## config.mk

```make
export PLATFORM = sky130hd
export DESIGN_NAME = rgb_yiq_luma_noise_pixel_top
export DESIGN_NICKNAME = d
export VERILOG_FILES = /design/src/design/ryln_pkg.sv /design/src/design/rgb_yiq_luma_noise_pixel_top.sv
export SDC_FILE = /design/constraint.sdc
export NUM_CORES = 2
export LEC_CHECK = 0
export ABC_AREA = 1
export BUFFER_PORTS_ARGS = -buffer_cell sky130_fd_sc_hd__buf_2
export CORE_ASPECT_RATIO = 1.2
export CORE_MARGIN = 2
export CORE_UTILIZATION = 55
export CTS_CLUSTER_DIAMETER = 50
export DETAILED_ROUTE_END_ITERATION = 10
export PLACE_DENSITY = 0.81
export SYNTH_ARGS = -nofsm -noshare
export SYNTH_HDL_FRONTEND = slang
export SYNTH_SLANG_ARGS = --single-unit
export TNS_END_PERCENT = 30
```

## constraint.sdc

```tcl
create_clock -name i_clk -period 16.65 [get_ports i_clk]
set_clock_uncertainty 0.15 [all_clocks]
set_input_delay 1.665 -clock i_clk [delete_from_list [all_inputs] [get_ports i_clk]]
set_output_delay 1.665 -clock i_clk [all_outputs]
set_load 0.02 [all_outputs]
```

## src/design/ryln_pkg.sv

```systemverilog
// ============================================================================
// RGB/YIQ luma noise package
// Fixed-point formats, coefficients and the output saturation function for
// the RGB to YIQ to RGB pixel path with luma noise injection.
// ============================================================================
package ryln_pkg;

    // Fractional bits of every coefficient (signed Q2.F, magnitudes only).
    localparam int COEF_FRAC_BITS = 12;
    localparam int ONE_Q          = 1 << COEF_FRAC_BITS;

    localparam int CH_W    = 8;   // one color channel
    localparam int NOISE_W = 11;  // signed noise sample in thousandths
    localparam int LEVEL_W = 9;   // noise level, Q1.8

    // Configuration address map.
    localparam int          PADDR_W          = 3;
    localparam logic [2:0]  ADDR_NOISE_LEVEL = 3'd0;

    // Round a coefficient in thousandths to Q2.F, half up.
    function automatic int kq(input int milli);
        return (milli * ONE_Q + 500) / 1000;
    endfunction

    localparam int K_YR = kq(299);
    localparam int K_YG = kq(587);
    localparam int K_YB = kq(114);
    localparam int K_IR = kq(596);
    localparam int K_IG = kq(275);
    localparam int K_IB = kq(321);
    localparam int K_QR = kq(212);
    localparam int K_QG = kq(523);
    localparam int K_QB = kq(311);
    localparam int K_RI = kq(956);
    localparam int K_RQ = kq(621);
    localparam int K_GI = kq(272);
    localparam int K_GQ = kq(647);
    localparam int K_BI = kq(1106);
    localparam int K_BQ = kq(1703);

    localparam int COEF_W = COEF_FRAC_BITS + 1;      // unsigned coefficient magnitude
    localparam int PR_W   = COEF_W + CH_W;           // coefficient times channel
    localparam int SUM_W  = COEF_FRAC_BITS + 11;     // signed Y, I, Q at scale 2^F

    // Noise term: |noise| * level * 255 * 2^(F-8) / 1000, rounded half away.
    localparam int P_W     = NOISE_W + LEVEL_W;
    localparam int KN      = 255 << (COEF_FRAC_BITS - 8);
    localparam int KN_W    = $clog2(KN + 1);
    localparam int X_W     = P_W + KN_W;
    localparam int Y8_W    = X_W - 3;                // after the floor divide by 8
    localparam int DIV_S   = Y8_W + 7;               // divide by 125 via reciprocal
    localparam longint DIV_M = ((longint'(1) << DIV_S) + 124) / 125;
    localparam int DIV_M_W = DIV_S - 6;
    localparam int DIV_P_W = Y8_W + DIV_M_W;
    localparam int NT_W    = DIV_P_W - DIV_S;        // noise term magnitude

    localparam int YN_W   = ((SUM_W > NT_W + 1) ? SUM_W : NT_W + 1) + 1;
    localparam int MP_W   = SUM_W + COEF_W + 1;      // signed chroma product
    localparam int ACC_W  = YN_W + COEF_FRAC_BITS + 2;
    localparam int Q_W    = ACC_W - 1 - 2 * COEF_FRAC_BITS;
    localparam longint HALF = longint'(1) << (2 * COEF_FRAC_BITS - 1);

    typedef logic [PR_W-1:0]          t_prod;
    typedef logic signed [SUM_W-1:0]  t_sum;
    typedef logic signed [YN_W-1:0]   t_yn;
    typedef logic signed [MP_W-1:0]   t_mprod;
    typedef logic signed [ACC_W-1:0]  t_acc;
    typedef logic [CH_W-1:0]          t_byte;

    // The accumulator already carries the rounding half. A negative value
    // rounds to zero or below and clips to zero.
    function automatic t_byte sat_byte(input t_acc acc);
        logic [Q_W-1:0] q;
        q = acc[ACC_W-2:2*COEF_FRAC_BITS];
        if (acc[ACC_W-1]) begin
            return '0;
        end else if (q > Q_W'(255)) begin
            return 8'hFF;
        end else begin
            return q[CH_W-1:0];
        end
    endfunction

endpackage

```

## src/design/rgb_yiq_luma_noise_pixel_top.sv

```systemverilog
// ============================================================================
// RGB/YIQ luma noise pixel pipeline
// Converts R8G8B8 pixels to NTSC YIQ, adds a scaled noise sample to luma and
// converts back to clipped R8G8B8, one pixel per clock when nothing stalls.
// ============================================================================
// The block takes one pixel and one noise sample per transfer on the slave
// stream and returns one pixel per transfer on the master stream, in order.
// It sustains one pixel per clock when the master side does not stall. It
// has seven register stages, each holding one pixel. Each stage moves on
// when it is empty or when the stage after it moves, so bubbles close up
// under back-pressure and the slave side keeps taking pixels until all
// seven stages are full. The luma noise term equals noise_milli/1000 *
// noise_level/256 * 255, with noise_level written through the APB port at
// byte address 0 (reset value zero, meaning no noise); write it only while
// no pixel is in flight.
// Stage plan: coefficient products and noise magnitude times level; Y, I and
// Q sums and the noise scaling; the divide by 125 as a reciprocal product;
// noisy luma; chroma products for the inverse transform; the three channel
// accumulators with the rounding half; then clipping into the output register.
module rgb_yiq_luma_noise_pixel_top (
    input  logic        i_clk,
    input  logic        i_rst_n,
    // Slave stream: [7:0] red_in, [15:8] green_in, [23:16] blue_in,
    // [34:24] noise_milli, [39:35] zero.
    input  logic        i_s_axis_tvalid,
    output logic        o_s_axis_tready,
    input  logic [39:0] i_s_axis_tdata,
    // Master stream: [7:0] red_out, [15:8] green_out, [23:16] blue_out.
    output logic        o_m_axis_tvalid,
    input  logic        i_m_axis_tready,
    output logic [23:0] o_m_axis_tdata,
    // Configuration port.
    input  logic        psel,
    input  logic        penable,
    input  logic        pwrite,
    input  logic [ryln_pkg::PADDR_W-1:0] paddr,
    input  logic [31:0] pwdata,
    output logic [31:0] prdata,
    output logic        pready
);

    localparam int F = ryln_pkg::COEF_FRAC_BITS;

    // ------------------------------------------------------------------
    // Configuration register
    // ------------------------------------------------------------------
    logic [ryln_pkg::LEVEL_W-1:0] r_noise_level;
    logic                         cfg_wr;
    logic                         cfg_hit;

    assign pready  = 1'b1;
    assign cfg_hit = (paddr == ryln_pkg::ADDR_NOISE_LEVEL);
    assign cfg_wr  = psel && penable && pwrite && cfg_hit;
    assign prdata  = cfg_hit ? 32'(r_noise_level) : 32'd0;

    always_ff @(posedge i_clk) begin
        if (!i_rst_n) begin
            r_noise_level <= '0;
        end else if (cfg_wr) begin
            r_noise_level <= pwdata[ryln_pkg::LEVEL_W-1:0];
        end
    end

    // ------------------------------------------------------------------
    // Pipeline flow control. A stage loads when it is empty or when its
    // contents move on to the next stage in the same cycle.
    // ------------------------------------------------------------------
    logic [7:1] r_vld;
    logic [7:1] n_vld;
    logic [8:1] stage_load;

    always_comb begin
        stage_load[8] = i_m_axis_tready;
        for (int k = 7; k >= 1; k--) begin
            stage_load[k] = !r_vld[k] || stage_load[k+1];
        end
        n_vld = (stage_load[7:1] & {r_vld[6:1], i_s_axis_tvalid})
              | (~stage_load[7:1] & r_vld);
    end

    always_ff @(posedge i_clk) begin
        if (!i_rst_n) begin
            r_vld <= '0;
        end else begin
            r_vld <= n_vld;
        end
    end

    assign o_s_axis_tready = stage_load[1];
    assign o_m_axis_tvalid = r_vld[7];

    // ------------------------------------------------------------------
    // Stage 1: forward coefficient products and |noise| * level.
    // ------------------------------------------------------------------
    logic [ryln_pkg::CH_W-1:0]    in_red, in_green, in_blue;
    logic [ryln_pkg::NOISE_W-1:0] in_noise;
    logic [ryln_pkg::NOISE_W-1:0] noise_mag;

    assign in_red   = i_s_axis_tdata[7:0];
    assign in_green = i_s_axis_tdata[15:8];
    assign in_blue  = i_s_axis_tdata[23:16];
    assign in_noise = i_s_axis_tdata[34:24];
    // The most negative sample maps to 1024, which still fits unsigned.
    assign noise_mag = in_noise[ryln_pkg::NOISE_W-1] ? (ryln_pkg::NOISE_W'(0) - in_noise)
                                                     : in_noise;

    ryln_pkg::t_prod r1_yr, r1_yg, r1_yb, r1_ir, r1_ig, r1_ib, r1_qr, r1_qg, r1_qb;
    logic [ryln_pkg::P_W-1:0] r1_p;
    logic                     r1_neg;

    always_ff @(posedge i_clk) begin
        if (stage_load[1]) begin
            r1_yr  <= ryln_pkg::PR_W'(ryln_pkg::K_YR) * ryln_pkg::PR_W'(in_red);
            r1_yg  <= ryln_pkg::PR_W'(ryln_pkg::K_YG) * ryln_pkg::PR_W'(in_green);
            r1_yb  <= ryln_pkg::PR_W'(ryln_pkg::K_YB) * ryln_pkg::PR_W'(in_blue);
            r1_ir  <= ryln_pkg::PR_W'(ryln_pkg::K_IR) * ryln_pkg::PR_W'(in_red);
            r1_ig  <= ryln_pkg::PR_W'(ryln_pkg::K_IG) * ryln_pkg::PR_W'(in_green);
            r1_ib  <= ryln_pkg::PR_W'(ryln_pkg::K_IB) * ryln_pkg::PR_W'(in_blue);
            r1_qr  <= ryln_pkg::PR_W'(ryln_pkg::K_QR) * ryln_pkg::PR_W'(in_red);
            r1_qg  <= ryln_pkg::PR_W'(ryln_pkg::K_QG) * ryln_pkg::PR_W'(in_green);
            r1_qb  <= ryln_pkg::PR_W'(ryln_pkg::K_QB) * ryln_pkg::PR_W'(in_blue);
            r1_p   <= ryln_pkg::P_W'(noise_mag) * ryln_pkg::P_W'(r_noise_level);
            r1_neg <= in_noise[ryln_pkg::NOISE_W-1];
        end
    end

    // ------------------------------------------------------------------
    // Stage 2: Y, I, Q sums; noise magnitude scaled, rounding offset added
    // and divided by 8 (the first factor of 1000).
    // ------------------------------------------------------------------
    ryln_pkg::t_sum n2_y, n2_i, n2_q;
    logic [ryln_pkg::X_W-1:0] n2_x;

    always_comb begin
        n2_y = $signed(ryln_pkg::SUM_W'(r1_yr)) + $signed(ryln_pkg::SUM_W'(r1_yg))
             + $signed(ryln_pkg::SUM_W'(r1_yb));
        n2_i = $signed(ryln_pkg::SUM_W'(r1_ir)) - $signed(ryln_pkg::SUM_W'(r1_ig))
             - $signed(ryln_pkg::SUM_W'(r1_ib));
        n2_q = $signed(ryln_pkg::SUM_W'(r1_qr)) - $signed(ryln_pkg::SUM_W'(r1_qg))
             + $signed(ryln_pkg::SUM_W'(r1_qb));
        n2_x = ryln_pkg::X_W'(r1_p) * ryln_pkg::X_W'(ryln_pkg::KN) + ryln_pkg::X_W'(500);
    end

    ryln_pkg::t_sum            r2_y, r2_i, r2_q;
    logic [ryln_pkg::Y8_W-1:0] r2_y8;
    logic                      r2_neg;

    always_ff @(posedge i_clk) begin
        if (stage_load[2]) begin
            r2_y   <= n2_y;
            r2_i   <= n2_i;
            r2_q   <= n2_q;
            r2_y8  <= n2_x[ryln_pkg::X_W-1:3];
            r2_neg <= r1_neg;
        end
    end

    // ------------------------------------------------------------------
    // Stage 3: divide by 125 as an exact reciprocal product.
    // ------------------------------------------------------------------
    ryln_pkg::t_sum               r3_y, r3_i, r3_q;
    logic [ryln_pkg::DIV_P_W-1:0] r3_prod;
    logic                         r3_neg;

    always_ff @(posedge i_clk) begin
        if (stage_load[3]) begin
            r3_y    <= r2_y;
            r3_i    <= r2_i;
            r3_q    <= r2_q;
            r3_prod <= ryln_pkg::DIV_P_W'(r2_y8) * ryln_pkg::DIV_P_W'(ryln_pkg::DIV_M);
            r3_neg  <= r2_neg;
        end
    end

    // ------------------------------------------------------------------
    // Stage 4: noisy luma.
    // ------------------------------------------------------------------
    ryln_pkg::t_yn n4_y_ext, n4_nt, n4_yn;

    always_comb begin
        n4_y_ext = ryln_pkg::YN_W'(r3_y);
        n4_nt    = $signed(ryln_pkg::YN_W'(r3_prod[ryln_pkg::DIV_P_W-1:ryln_pkg::DIV_S]));
        n4_yn    = r3_neg ? (n4_y_ext - n4_nt) : (n4_y_ext + n4_nt);
    end

    ryln_pkg::t_yn  r4_yn;
    ryln_pkg::t_sum r4_i, r4_q;

    always_ff @(posedge i_clk) begin
        if (stage_load[4]) begin
            r4_yn <= n4_yn;
            r4_i  <= r3_i;
            r4_q  <= r3_q;
        end
    end

    // ------------------------------------------------------------------
    // Stage 5: inverse-transform chroma products.
    // ------------------------------------------------------------------
    ryln_pkg::t_mprod n5_i, n5_q;
    ryln_pkg::t_mprod r5_ri, r5_rq, r5_gi, r5_gq, r5_bi, r5_bq;
    ryln_pkg::t_yn    r5_yn;

    assign n5_i = ryln_pkg::MP_W'(r4_i);
    assign n5_q = ryln_pkg::MP_W'(r4_q);

    always_ff @(posedge i_clk) begin
        if (stage_load[5]) begin
            r5_yn <= r4_yn;
            r5_ri <= n5_i * $signed(ryln_pkg::MP_W'(ryln_pkg::K_RI));
            r5_rq <= n5_q * $signed(ryln_pkg::MP_W'(ryln_pkg::K_RQ));
            r5_gi <= n5_i * $signed(ryln_pkg::MP_W'(ryln_pkg::K_GI));
            r5_gq <= n5_q * $signed(ryln_pkg::MP_W'(ryln_pkg::K_GQ));
            r5_bi <= n5_i * $signed(ryln_pkg::MP_W'(ryln_pkg::K_BI));
            r5_bq <= n5_q * $signed(ryln_pkg::MP_W'(ryln_pkg::K_BQ));
        end
    end

    // ------------------------------------------------------------------
    // Stage 6: channel accumulators at scale 2^(2F), rounding half added.
    // ------------------------------------------------------------------
    ryln_pkg::t_acc n6_base, n6_r, n6_g, n6_b;

    always_comb begin
        n6_base = (ryln_pkg::ACC_W'(r5_yn) <<< F) + $signed(ryln_pkg::ACC_W'(ryln_pkg::HALF));
        n6_r    = n6_base + ryln_pkg::ACC_W'(r5_ri) + ryln_pkg::ACC_W'(r5_rq);
        n6_g    = n6_base - ryln_pkg::ACC_W'(r5_gi) - ryln_pkg::ACC_W'(r5_gq);
        n6_b    = n6_base - ryln_pkg::ACC_W'(r5_bi) + ryln_pkg::ACC_W'(r5_bq);
    end

    ryln_pkg::t_acc r6_acc_r, r6_acc_g, r6_acc_b;

    always_ff @(posedge i_clk) begin
        if (stage_load[6]) begin
            r6_acc_r <= n6_r;
            r6_acc_g <= n6_g;
            r6_acc_b <= n6_b;
        end
    end

    // ------------------------------------------------------------------
    // Stage 7: round, clip and hold for the master-side transfer.
    // ------------------------------------------------------------------
    logic [23:0] r_out_data;

    always_ff @(posedge i_clk) begin
        if (stage_load[7]) begin
            r_out_data <= {ryln_pkg::sat_byte(r6_acc_b),
                           ryln_pkg::sat_byte(r6_acc_g),
                           ryln_pkg::sat_byte(r6_acc_r)};
        end
    end

    assign o_m_axis_tdata = r_out_data;

    // ------------------------------------------------------------------
    // Assertions
    // ------------------------------------------------------------------

    // With every stage full and the master side stalled, no pixel may enter.
    a_full_blocks_input: assert property (
        @(posedge i_clk) disable iff (!i_rst_n)
        ((&r_vld) && !i_m_axis_tready) |-> !o_s_axis_tready
    ) else $error("pixel accepted while pipeline full and stalled");

    // A negative red accumulator must clip to zero in the output register.
    a_red_clips_low: assert property (
        @(posedge i_clk) disable iff (!i_rst_n)
        (r_vld[6] && stage_load[7] && r6_acc_r[ryln_pkg::ACC_W-1])
            |=> (o_m_axis_tdata[7:0] == 8'd0)
    ) else $error("negative red sum did not clip to zero");

    // Reset empties the pipeline.
    a_reset_empties: assert property (
        @(posedge i_clk)
        !i_rst_n |=> (r_vld == '0) && !o_m_axis_tvalid
    ) else $error("pipeline not empty after reset");

    // The output valid bit only changes when stage 7 loads.
    a_out_holds: assert property (
        @(posedge i_clk) disable iff (!i_rst_n)
        !stage_load[7] |=> $stable(r_vld[7]) && $stable(r_out_data)
    ) else $error("output stage changed without a load");

endmodule

```

==> key figures <==
Place
  – I/O Buffers: 88
  – Place WS: 8.39 ns
  – Final HPWL DP: 222000 um
  – GP Congestion: 0.995

Finish
  – Area grow syn2layout: 6.61%
  – Layout cell share with drive strength beyond 1: 0.0336
  – Layout Nets: 13621
  – Commonest non-fill, non-tap cell in the layout: inv_1
  – Most frequent cells in the layout: inv_1 (2575), ha_1 (1576), nand2_1 (1472)

CTS
  – H-Tree Depth: 3
  – Post-CTS setup buffers: 0
  – TritonCTS clock tree: built
  – CTS clock-pin slew for the worst setup and hold paths: 0.06 ns
  – CTS root buf: clkbuf_16
  – CTS sink cnt: 720
  – CTS Buf Count: 87
  – Post_cts resized: 0
  – Worst-skew pair later-pin latency: 0.72 ns
  – Hold_buf cts: 0
  – Max Buffers Root-to-Sink: 3

Synthesis
  – Primary FF master, synth: edfxtp_1
  – Async set-reset flop share out of synthesis: 0
  – Gate Count Post-Synth: 10644
  – Average size of a mapped cell: 9.18 um2
  – Yosys reg bits: 720
  – Library cells used by synthesis: 70
  – Post-synth EDFFs: 704
  – Mapped Area: 97800 um2
  – Seq/Total Area, Yosys: 0.220
  – Synth Warn #: 0

Floorplanning
  – I/O pin cnt: 141
  – Die height: 466 um
  – Initial core utilization: 0.554
  – Core Footprint: 177000 um2
  – Row Count: 169
  – Die W: 389 um
  – Die area: 181000 um2

Setup path
  – CP bufs+invs: 9
  – Top Family by Delay on Critical Path: buffers and inverters
  – Max stage delay on crit path: 0.55 ns
  – Cells along the critical path: buf_2, nor2_1, inv_1, nor2_1, clkinv_1, buf_4, nor2_1, clkinvlp_4, nor2_1, inv_2, buf_4, nor2_1, clkinv_2, nor2_1, nand2_4, buf_2
  – CP Launch Type: input port
  – Worst Path Required: 14.84 ns
  – Critical Path AT: 6.36 ns
  – Most used cell, CP: nor2_1
  – Worst path slowest cell: clkinv_2
  – Critical-path maximum fanout: 70
  – CP endpoint kind: output pin
  – Critical path type: input port to output pin

Timing
  – Slew headroom: 0.181
  – Tcrit/Tclk final: 0.491
  – Final Setup Violations: 0
  – Slew Limit Fails: 0
  – RSZ-0062 raised after global routing: no
  – Max Fclk: 122 MHz
  – Endpoints failing hold: 0
  – Total negative setup slack: 0 ns
  – Final Critical Period: 8.17 ns
  – Final Worst Setup Slack: 8.48 ns
  – Pin slew with the least headroom to its limit: 1.22 ns

Routing
  – Vias post-DR: 72311
  – Initial drt markers: 4610
  – Pre-antenna DRT Iters: 6
  – Total Wirelength: 259000 um
  – Post-DRT Antenna Nets: 0
  – WL/cell: 19.6 um
  – Drt via density: 5.48
  – DR DRC count: 0

Run
  – Max_cap viols: 0

Min path
  – Hold Path Class: flop to flop

Outcome
  – Outcome: finished clean

Global routing
  – Largest net degree at the start of global routing: 82
  – Vias in the first global route: 77733
  – Initial antenna violation count: 4
  – Grt ovf: 0
  – Total global-route track usage: 0.291
  – First-pass GRT wire length: 412000 um
[metrics by stage]
step                      utilization  instance area [um2]  cells  hold slack, ns
final                           0.590               104000  13190           0.202
after CTS                       0.590               104000  13186           0.199
after global routing            0.590               104000  13186           0.205
after global placement          0.572               101000  13025           0.251
after detailed placement        0.572               101000  13025           0.255
after floorplan                     -                97800  10666           0.250
[final timing paths]
path,cells past startpoint,end,slack [ns],start
worst max-delay path,16,o_s_axis_tready,8.48,i_m_axis_tready
worst min-delay path,0,r5_yn[17],0.20,r4_yn[17]
worst max register to register,24,r3_prod[45],8.96,r2_y8[9]
worst min register to register,0,r5_yn[17],0.20,r4_yn[17]
[synthesized netlist by cell type, drive strengths merged, types with 92 or more instances]
master | number | area, um2
nor2 | 598 | 2330
o21ai | 360 | 1810
xnor2 | 156 | 1370
inv | 2595 | 9740
ha | 1576 | 19700
xor2 | 362 | 3170
nor3 | 92 | 465
nand2 | 1500 | 5730
edfxtp | 704 | 21100
a21oi | 654 | 3270
nand3 | 288 | 1460
fa | 1157 | 23200
[state kept, by name, summed over array words and instances, names as in the netlist, 23 cells and up, named ones only]
name            count
r5_gi              32
r5_bq              36
r5_rq              28
o_m_axis_tdata     24
r2_y8              28
r5_bi              36
r5_gq              33
r4_yn              25
r5_ri              31
r3_prod            23
r5_yn              25
[kinds of logic (layout without fill, tap and decap cells)]
family | count (synthesis) | after routing | share of synthesized area
buf+inv | 2668 | 2880 | 0.103
compound gates | 1356 | 1356 | 0.0780
other cells | 2 | 28 | 0.0000768
simple gates | 2643 | 2643 | 0.113
xor+xnor | 518 | 518 | 0.0464
flops | 720 | 720 | 0.220
mux | 3 | 3 | 0.000320
fa+ha+maj | 2734 | 2734 | 0.439
[metal layers]
metal | global-route usage | part of all wire | up-vias
li1 | - | - | 34375
met1 | 0.333 | 0.38 | 34994
met2 | 0.523 | 0.50 | 2164
met3 | 0.0308 | 0.047 | 774
met4 | 0.181 | 0.072 | 4
met5 | 0 | 0.000089 | -
[worst reg2reg max path: cells and delay by family, from the launching register on]
kind | cells | cell delay, ns
DFF | 1 | 0.82
buffers and inverters | 6 | 0.33
adders and majority gates | 9 | 4.33
and+or+nand+nor | 7 | 1.08
AOI/OAI and AO/OA | 2 | 0.73
[cell type report]
type | instances | area (um2)
repair buffers | 117 | 658
fillers | 14802 | 72400
diodes | 4 | 10.0
clock inverters | 67 | 953
well taps | 2308 | 2890
inverters | 2602 | 9770
multi-input cells | 7278 | 66300
flip-flops and latches | 720 | 21500
clock buffers | 94 | 2200
Power is left out: the tool's default activity adds up to more than one toggle a clock period on the data nets, which glitch-free logic cannot reach.
